==> config.mk <==
export PLATFORM = sky130hd
export DESIGN_NAME = two_class_priority_queue_with_cancel_top
export DESIGN_NICKNAME = d
export VERILOG_FILES = /design/src/hdl/tcpq_pkg.sv /design/src/hdl/two_class_priority_queue_with_cancel_top.sv /design/src/hdl/tcpq_ram.sv
export SDC_FILE = /design/constraint.sdc
export NUM_CORES = 1
export LEC_CHECK = 0
export BUFFER_PORTS_ARGS = -buffer_cell sky130_fd_sc_hd__buf_2
export CORE_MARGIN = 4
export CORE_UTILIZATION = 55
export DETAILED_ROUTE_END_ITERATION = 16
export PLACE_DENSITY = 0.77
export SYNTH_ARGS = -nofsm -noshare
export SYNTH_HDL_FRONTEND = slang
export SYNTH_SLANG_ARGS = --single-unit
==> constraint.sdc <==
create_clock -name aclk -period 5 [get_ports aclk]
set_clock_uncertainty 0.05 [all_clocks]
set_input_delay 0.75 -clock aclk [delete_from_list [all_inputs] [get_ports aclk]]
set_output_delay 0.75 -clock aclk [all_outputs]
set_load 0.05 [all_outputs]
==> src/hdl/tcpq_pkg.sv <==
// Package with the shared types, codes and constants of the two-class priority queue.
`default_nettype none
package tcpq_pkg;

    localparam int QUEUE_DEPTH_DEF = 32;
    localparam int KEY_BITS_DEF    = 16;
    localparam int KEY_W           = 16;
    localparam int AGE_W           = 8;
    localparam int STATUS_W        = 3;
    localparam logic [7:0] THRESHOLD_RESET = 8'd60;

    typedef enum logic [1:0] {
        KIND_INSERT = 2'd0,
        KIND_SERVE  = 2'd1,
        KIND_CANCEL = 2'd2,
        KIND_LOOKUP = 2'd3
    } kind_t;

    typedef enum logic [2:0] {
        ST_OK        = 3'd0,
        ST_DUP       = 3'd1,
        ST_EMPTY     = 3'd2,
        ST_NOT_FOUND = 3'd3,
        ST_FULL      = 3'd4
    } status_t;

    typedef enum logic [2:0] {
        S_IDLE,
        S_SEARCH,
        S_SHIFT_DN,
        S_SHIFT_UP,
        S_PLACE,
        S_DONE
    } state_t;

endpackage
`default_nettype wire

==> src/hdl/two_class_priority_queue_with_cancel_top.sv <==
// Top level of the two-class priority queue with cancel by id.
//
// Usage: one word on the s_ channel holds an operation (insert, serve, cancel
// or lookup), an id and an age. Exactly one result word leaves on the m_
// channel with a status, the served id, the found age and the occupancy.
// The slots live in one RAM in service order: priority entries first, then
// normal entries, each class in arrival order. The RAM has one write port
// and one registered read port, and every operation walks it one slot a cycle.
// Operation: with N entries queued, a search pass by id reads up to N slots and
// a shift pass moves up to N slots to open or close a gap. The result word is
// registered and leaves after the search pass and, by operation, a shift up
// and the place step (insert), a shift down (serve, cancel) or neither (lookup);
// an operation that fails with a status skips the shift. Items are handled one
// at a time; the next word is taken in the cycle after the result word has
// left, and a stalled receiver holds the input off until it takes the result.
// The threshold register is written over the APB port and sets the class of
// later inserts. Reset (aresetn low, synchronous) empties the queue and sets
// the threshold to 60; the RAM contents need no clearing.
`default_nettype none
module two_class_priority_queue_with_cancel_top
    import tcpq_pkg::*;
#(
    parameter int QUEUE_DEPTH = QUEUE_DEPTH_DEF,
    parameter int KEY_BITS    = KEY_BITS_DEF
) (
    input  wire logic                aclk,
    input  wire logic                aresetn,
    input  wire logic                psel,
    input  wire logic                penable,
    input  wire logic                pwrite,
    input  wire logic [1:0]          paddr,
    input  wire logic [31:0]         pwdata,
    output logic      [31:0]         prdata,
    output logic                     pready,
    input  wire logic                s_valid,
    output logic                     s_ready,
    input  wire logic [1:0]          s_kind,
    input  wire logic [KEY_W-1:0]    s_entry_key,
    input  wire logic [AGE_W-1:0]    s_entry_age,
    output logic                     m_valid,
    input  wire logic                m_ready,
    output logic [STATUS_W-1:0]      m_status,
    output logic [KEY_W-1:0]         m_served_key,
    output logic [AGE_W-1:0]         m_found_age,
    output logic [5:0]               m_occupancy
);

    localparam int AW = $clog2(QUEUE_DEPTH);
    localparam int CW = $clog2(QUEUE_DEPTH + 1);
    localparam int RW = KEY_BITS + AGE_W + 1;
    localparam logic [CW-1:0] DEPTH_C = CW'(QUEUE_DEPTH);

    state_t state_reg, state_next;
    logic [7:0] thr_reg;
    logic [CW-1:0] cnt_reg, cnt_next, pcnt_reg, pcnt_next;
    logic [CW-1:0] idx_reg, idx_next, pos_reg, pos_next;
    logic [1:0] kind_reg;
    logic [KEY_BITS-1:0] key_reg;
    logic [AGE_W-1:0] age_reg, age_next;
    logic found_reg, found_next, rdv_reg, rdv_next;
    logic prio_reg;
    logic out_v_reg, out_v_next;
    logic [STATUS_W-1:0] st_reg, st_next;
    logic [KEY_W-1:0] srv_reg, srv_next;
    logic [AGE_W-1:0] fa_reg, fa_next;

    logic we;
    logic [AW-1:0] waddr, raddr;
    logic [RW-1:0] wdata, rdata;
    logic [KEY_BITS-1:0] rd_key;
    logic [AGE_W-1:0] rd_age;
    logic rd_prio;

    assign rd_key  = rdata[RW-1 -: KEY_BITS];
    assign rd_age  = rdata[AGE_W:1];
    assign rd_prio = rdata[0];

    tcpq_ram #(.WIDTH(RW), .DEPTH(QUEUE_DEPTH)) u_slots (
        .aclk(aclk), .we(we), .waddr(waddr), .wdata(wdata),
        .raddr(raddr), .rdata(rdata)
    );

    // Configuration port.
    assign pready = 1'b1;
    assign prdata = (paddr == 2'd0) ? {24'd0, thr_reg} : 32'd0;

    always_ff @(posedge aclk) begin
        if (!aresetn) begin
            thr_reg <= THRESHOLD_RESET;
        end else if (psel && penable && pwrite && paddr == 2'd0) begin
            thr_reg <= pwdata[7:0];
        end
    end

    assign s_ready      = (state_reg == S_IDLE) && !out_v_reg;
    assign m_valid      = out_v_reg;
    assign m_status     = st_reg;
    assign m_served_key = srv_reg;
    assign m_found_age  = fa_reg;
    assign m_occupancy  = 6'(cnt_reg);

    // Next state and datapath of the walk sequencer.
    always_comb begin
        state_next = state_reg;
        cnt_next = cnt_reg;
        pcnt_next = pcnt_reg;
        idx_next = idx_reg;
        pos_next = pos_reg;
        age_next = age_reg;
        found_next = found_reg;
        rdv_next = 1'b0;
        out_v_next = out_v_reg;
        st_next = st_reg;
        srv_next = srv_reg;
        fa_next = fa_reg;
        we = 1'b0;
        waddr = '0;
        wdata = '0;
        raddr = '0;
        if (out_v_reg && m_ready) begin
            out_v_next = 1'b0;
        end
        unique case (state_reg)
            S_IDLE: begin
                if (s_valid && s_ready) begin
                    idx_next = '0;
                    found_next = 1'b0;
                    age_next = s_entry_age;
                    state_next = S_SEARCH;
                end
            end
            S_SEARCH: begin
                // Compare the slot read last cycle, issue the next read.
                raddr = AW'(idx_reg);
                if (rdv_reg && !found_reg && rd_key == key_reg) begin
                    found_next = 1'b1;
                    pos_next = idx_reg - 1'b1;
                    age_next = rd_age;
                end
                if (!(rdv_reg && rd_key == key_reg) && !found_reg
                        && idx_reg < cnt_reg) begin
                    rdv_next = 1'b1;
                    idx_next = idx_reg + 1'b1;
                end else begin
                    // Search complete: decide the operation.
                    state_next = S_DONE;
                    st_next = ST_OK;
                    srv_next = '0;
                    fa_next = '0;
                    unique case (kind_reg)
                        KIND_INSERT: begin
                            if (found_next) begin
                                st_next = ST_DUP;
                            end else if (cnt_reg >= DEPTH_C) begin
                                st_next = ST_FULL;
                            end else begin
                                pos_next = prio_reg ? pcnt_reg : cnt_reg;
                                idx_next = cnt_reg;
                                state_next = S_SHIFT_UP;
                            end
                        end
                        KIND_SERVE: begin
                            if (cnt_reg == '0) begin
                                st_next = ST_EMPTY;
                            end else begin
                                pos_next = '0;
                                idx_next = '0;
                                raddr = '0;
                                rdv_next = 1'b1;
                                state_next = S_SHIFT_DN;
                            end
                        end
                        KIND_CANCEL: begin
                            if (!found_next) begin
                                st_next = ST_NOT_FOUND;
                            end else begin
                                idx_next = pos_next;
                                raddr = AW'(pos_next);
                                rdv_next = 1'b1;
                                state_next = S_SHIFT_DN;
                            end
                        end
                        default: begin
                            if (!found_next) begin
                                st_next = ST_NOT_FOUND;
                            end else begin
                                fa_next = age_next;
                            end
                        end
                    endcase
                end
            end
            S_SHIFT_DN: begin
                // First read is the removed slot; then move slot i+1 to i.
                if (idx_reg == pos_reg && rdv_reg) begin
                    if (kind_reg == KIND_SERVE) begin
                        srv_next = KEY_W'(rd_key);
                    end
                    if (rd_prio) begin
                        pcnt_next = pcnt_reg - 1'b1;
                    end
                end
                if (idx_reg + 1'b1 < cnt_reg) begin
                    raddr = AW'(idx_reg + 1'b1);
                    if (!rdv_reg || idx_reg != pos_reg) begin
                        we = rdv_reg;
                        waddr = AW'(idx_reg - 1'b1);
                        wdata = rdata;
                    end
                    idx_next = idx_reg + 1'b1;
                    rdv_next = 1'b1;
                end else begin
                    if (idx_reg != pos_reg) begin
                        we = 1'b1;
                        waddr = AW'(idx_reg - 1'b1);
                        wdata = rdata;
                    end
                    cnt_next = cnt_reg - 1'b1;
                    state_next = S_DONE;
                end
            end
            S_SHIFT_UP: begin
                // Move slot i-1 to i, walking down to the insert position.
                if (rdv_reg) begin
                    we = 1'b1;
                    waddr = AW'(idx_reg);
                    wdata = rdata;
                    idx_next = idx_reg - 1'b1;
                end
                if (idx_next > pos_reg) begin
                    raddr = AW'(idx_next - 1'b1);
                    rdv_next = 1'b1;
                end else begin
                    state_next = S_PLACE;
                end
            end
            S_PLACE: begin
                we = 1'b1;
                waddr = AW'(pos_reg);
                wdata = {key_reg, age_reg, prio_reg};
                cnt_next = cnt_reg + 1'b1;
                if (prio_reg) begin
                    pcnt_next = pcnt_reg + 1'b1;
                end
                state_next = S_DONE;
            end
            S_DONE: begin
                out_v_next = 1'b1;
                state_next = S_IDLE;
            end
            default: begin
                state_next = S_IDLE;
            end
        endcase
    end

    // Control registers.
    always_ff @(posedge aclk) begin
        if (!aresetn) begin
            state_reg <= S_IDLE;
            cnt_reg <= '0;
            pcnt_reg <= '0;
            out_v_reg <= 1'b0;
            rdv_reg <= 1'b0;
        end else begin
            state_reg <= state_next;
            cnt_reg <= cnt_next;
            pcnt_reg <= pcnt_next;
            out_v_reg <= out_v_next;
            rdv_reg <= rdv_next;
        end
    end

    // Payload registers.
    always_ff @(posedge aclk) begin
        idx_reg <= idx_next;
        pos_reg <= pos_next;
        found_reg <= found_next;
        st_reg <= st_next;
        srv_reg <= srv_next;
        fa_reg <= fa_next;
        age_reg <= age_next;
        if (s_valid && s_ready) begin
            kind_reg <= s_kind;
            key_reg <= s_entry_key[KEY_BITS-1:0];
            prio_reg <= (s_entry_age >= thr_reg);
        end
    end

endmodule
`default_nettype wire

==> src/hdl/tcpq_ram.sv <==
// Generic single-port-write, single-port-read RAM with a registered read.
`default_nettype none
module tcpq_ram #(
    parameter int WIDTH = 8,
    parameter int DEPTH = 32
) (
    input  wire logic                     aclk,
    input  wire logic                     we,
    input  wire logic [$clog2(DEPTH)-1:0] waddr,
    input  wire logic [WIDTH-1:0]         wdata,
    input  wire logic [$clog2(DEPTH)-1:0] raddr,
    output logic      [WIDTH-1:0]         rdata
);

    logic [WIDTH-1:0] mem [DEPTH];

    // Write port and registered read port.
    always_ff @(posedge aclk) begin
        if (we) begin
            mem[waddr] <= wdata;
        end
        rdata <= mem[raddr];
    end

endmodule
`default_nettype wire
==> impl_metrics.yaml <==
logic_synthesis:
  yosysMostFrequentCell: "edfxtp_1"
  synth.avg_cell_area_um2: 13.91
  synth-seq-cells: 917
  synth_edf_count: 867
  yosysTopAreaCell: "edfxtp_1"
  yosysUniqueCellTypes: 74
  yosysSeqAreaShare_pct: 70.37
  ys_top_cells_by_area: "edfxtp_1 68%, nand2_1 4.3%, mux2i_1 4.2%"
  synthDominantCellAreaShare_pct: 67.76
  netlist_area_um2: 38420
  synth_common_cells: "867 x edfxtp_1, 436 x nand2_1, 169 x a21oi_1"
  synth_cells: 2763
  async_flop_share_pct: 0
  synth_ff_type: "edfxtp_1"
  yosys_warnings: 0
final_layout:
  area_growth_pct: 16.44
  fin_nets: 3095
  reg_top3: "u_slots.mem: 800 flops, u_slots.rdata: 25 flops"
  antennaDiodeCount: 0
  drive_above_1_share_pct: 17.83
  register_area_um2: 27040
  largest_reg_flops: 800
  multi_input_area_um2: 10620
  fill_cells: 4689
  regMostFlops: "u_slots.mem"
  finalNonFillerCells: 3993
floorplan:
  initial_core_util_pct: 55.73
  fp.dieW_um: 272.3
  die_area_um2: 74150
  rows: 96
  die_h_um: 272.3
  io_pins: 135
  coreArea_um2: 68950
pwr:
  p_per_area_nw_per_um2: 632.7
  sequentialPowerShare_pct: 34.6
  power.total_mw: 28.31
  ir_worst_vdd_v: 0.0004116
  leakage_nw: 15.60
  p_comb_share_pct: 39.7
  p_clk_share_pct: 25.8
  swShare_pct: 37.68
  p_sw_mw: 10.67
  internal_power_mw: 17.64
route:
  routedWlPerCell_um: 25.33
  drtPass1Iterations: 6
  wirelength_um: 101100
  ant_nets: 0
  viasPerCell: 6.295
  vias: 25130
  drc: 0
  drt_iter0_markers: 3311
placed_design:
  place_inst: 3809
  port_buffers: 85
  gp_congestion: 0.8970
  place_hpwl_um: 62440
worst_hold_path:
  hold_end: "key_reg[5]$_DFFE_PP_"
  whs_path_depth: 1
  hp-start: "s_entry_key[5]"
  min_path_type: "primary input to flip-flop"
cts:
  cts_made_buffers: 90
  clock_latency_ns: 0.65
  cts_max_path_buffers: 3
  numClockSinks: 917
  clk_pin_slew_ns: 0.06
  holdBufCountCts: 0
  tritoncts: "yes"
  root_buffer: "clkbuf_16"
  cts_max_level: 3
sta:
  hold_ws_ns: 0.2214
  post-route-period-util_pct: 96.82
  finalHoldViolations: 0
  drv_slew: 0
  slew_headroom_pct: 24.32
  min_period_ns: 4.841
  setup_viol: 0
  worstMarginPinSlew_ns: 1.128
  fin_setup_tns_ns: 0
  fmax_ghz: 0.2066
critical_path:
  r2r_slack_ns: 0.16
  worstReg2RegEnd: "u_slots.rdata[24]$_DFF_P_"
  critPathCaptureType: "flip-flop"
  r2r-start: "idx_reg[0]$_DFFE_PP_"
  crit_type: "flip-flop to flip-flop"
  r2r_cells: 19
  cp-start-kind: "flip-flop"
  worst_ep_required_time_ns: 5.48
  crit_fanout: 48
  cp.arrival_ns: 5.32
grt:
  grt_pass1_vias: 24730
  antenna_found_initial: 0
  gr-total-overflow: 0
  grt_pass1_wl_um: 151400
  grt_usage_pct: 26.82
  grt_max_degree: 68
status:
  status: "completed"
flow_run:
  max-cap-violations: 0
==> how the worst max path moves through the flow <==
stage	start	depth (start not counted)	slack [ns]	end
5_1_grt	idx_reg[0]$_DFFE_PP_	21	-0.005	u_slots.rdata[7]$_DFF_P_
6_report	idx_reg[0]$_DFFE_PP_	19	0.16	u_slots.rdata[24]$_DFF_P_
2_1_floorplan	idx_reg[0]$_DFFE_PP_	13	0.71	u_slots.mem[16][0]$_DFFE_PP_
3_5_place_dp	idx_reg[0]$_DFFE_PP_	19	0.05	u_slots.rdata[24]$_DFF_P_
3_3_place_gp	idx_reg[0]$_DFFE_PP_	19	0.16	u_slots.rdata[22]$_DFF_P_
4_1_cts	idx_reg[0]$_DFFE_PP_	19	0.03	u_slots.rdata[24]$_DFF_P_
==> per-stage QoR <==
step	worst slack, ns	utilization (%)	area [um^2]
2_1_floorplan	0.7073	-	38510
3_3_place_gp	0.1561	59.93	41320
3_5_place_dp	0.04571	59.93	41320
4_1_cts	0.03162	64.61	44550
5_1_grt	-0.005447	64.89	44740
6_report	0.1588	64.89	44740
==> cell type report <==
type                    instances  share of cell area [%]
clock buffers                 121                   5.683
clock inverters                47                   1.535
inverters                      43                  0.3608
multi-input cells            1636                   23.73
flip-flops and latches        917                   60.43
well taps                     931                   2.604
repair buffers                298                   5.660
==> kinds of logic (layout without fill, tap and decap cells) <==
logic type | after synthesis | in the layout | synth area share (%)
AOI/OAI and AO/OA | 511 | 511 | 9.372
other | 2 | 25 | 0.01955
muxes | 164 | 164 | 4.286
xor gates and xnor gates | 47 | 47 | 1.091
buffers and inverters | 234 | 509 | 2.993
DFF | 917 | 917 | 70.37
adders and majority gates | 42 | 42 | 1.407
and+or+nand+nor | 846 | 847 | 10.47
==> metal layers <==
layer  GRT usage, %  part of all wire, %
met1          36.67                   39
met2          43.91                   48
met3          4.880                   10
met5              0                    0
met4          9.095                  3.2
==> power by group through the flow <==
stage | clock network (mW) | logic, mW | registers, mW
final | 7.29 | 11.2 | 9.78
after detailed placement | 0 | 10.8 | 9.92
after floorplan | 0 | 6.72 | 10.1
after global routing | 7.70 | 12.0 | 9.82
after global placement | 0 | 10.4 | 9.92
after CTS | 7.36 | 10.9 | 9.77
==> worst max-delay path: stages, from the launching register on <==
cell and delay [ns]:
edfxtp_1 0.49, inv_2 0.16, ha_1 0.25, nand2_1 0.13
nor3_1 0.22, xnor2_1 0.26, inv_1 0.11, ha_1 0.32
a21o_1 0.17, a21oi_1 0.24, nand2_1 0.09, nand2_1 0.09
a2bb2oi_1 0.44, o21a_4 0.28, nand2_2 0.09, buf_12 0.22
o22ai_1 0.39, o32ai_1 0.20, buf_4 0.18, nor4b_2 0.33
==> placed cells by master, fill, tap and decap left out, drive strengths merged, types with 27 or more instances in the layout <==
cell,synthesis,layout
o32ai,45,45
o21ai,54,54
dfxtp,50,50
mux2i,160,160
and3,48,48
a32oi,36,36
ha,40,40
a21oi,169,169
nand3,153,153
clkbuf,74,121
nand2,436,436
o22ai,58,58
nor2,79,79
xnor2,27,27
edfxtp,867,867
inv,42,46
and2,30,30
buf,117,298
==> timing repair <==
item                                    4_1_cts  5_1_grt
gates resized for setup                       0        9
buffers inserted                              0       15
endpoints found under the setup margin        0       24
(Power assumes the default switching activity.)
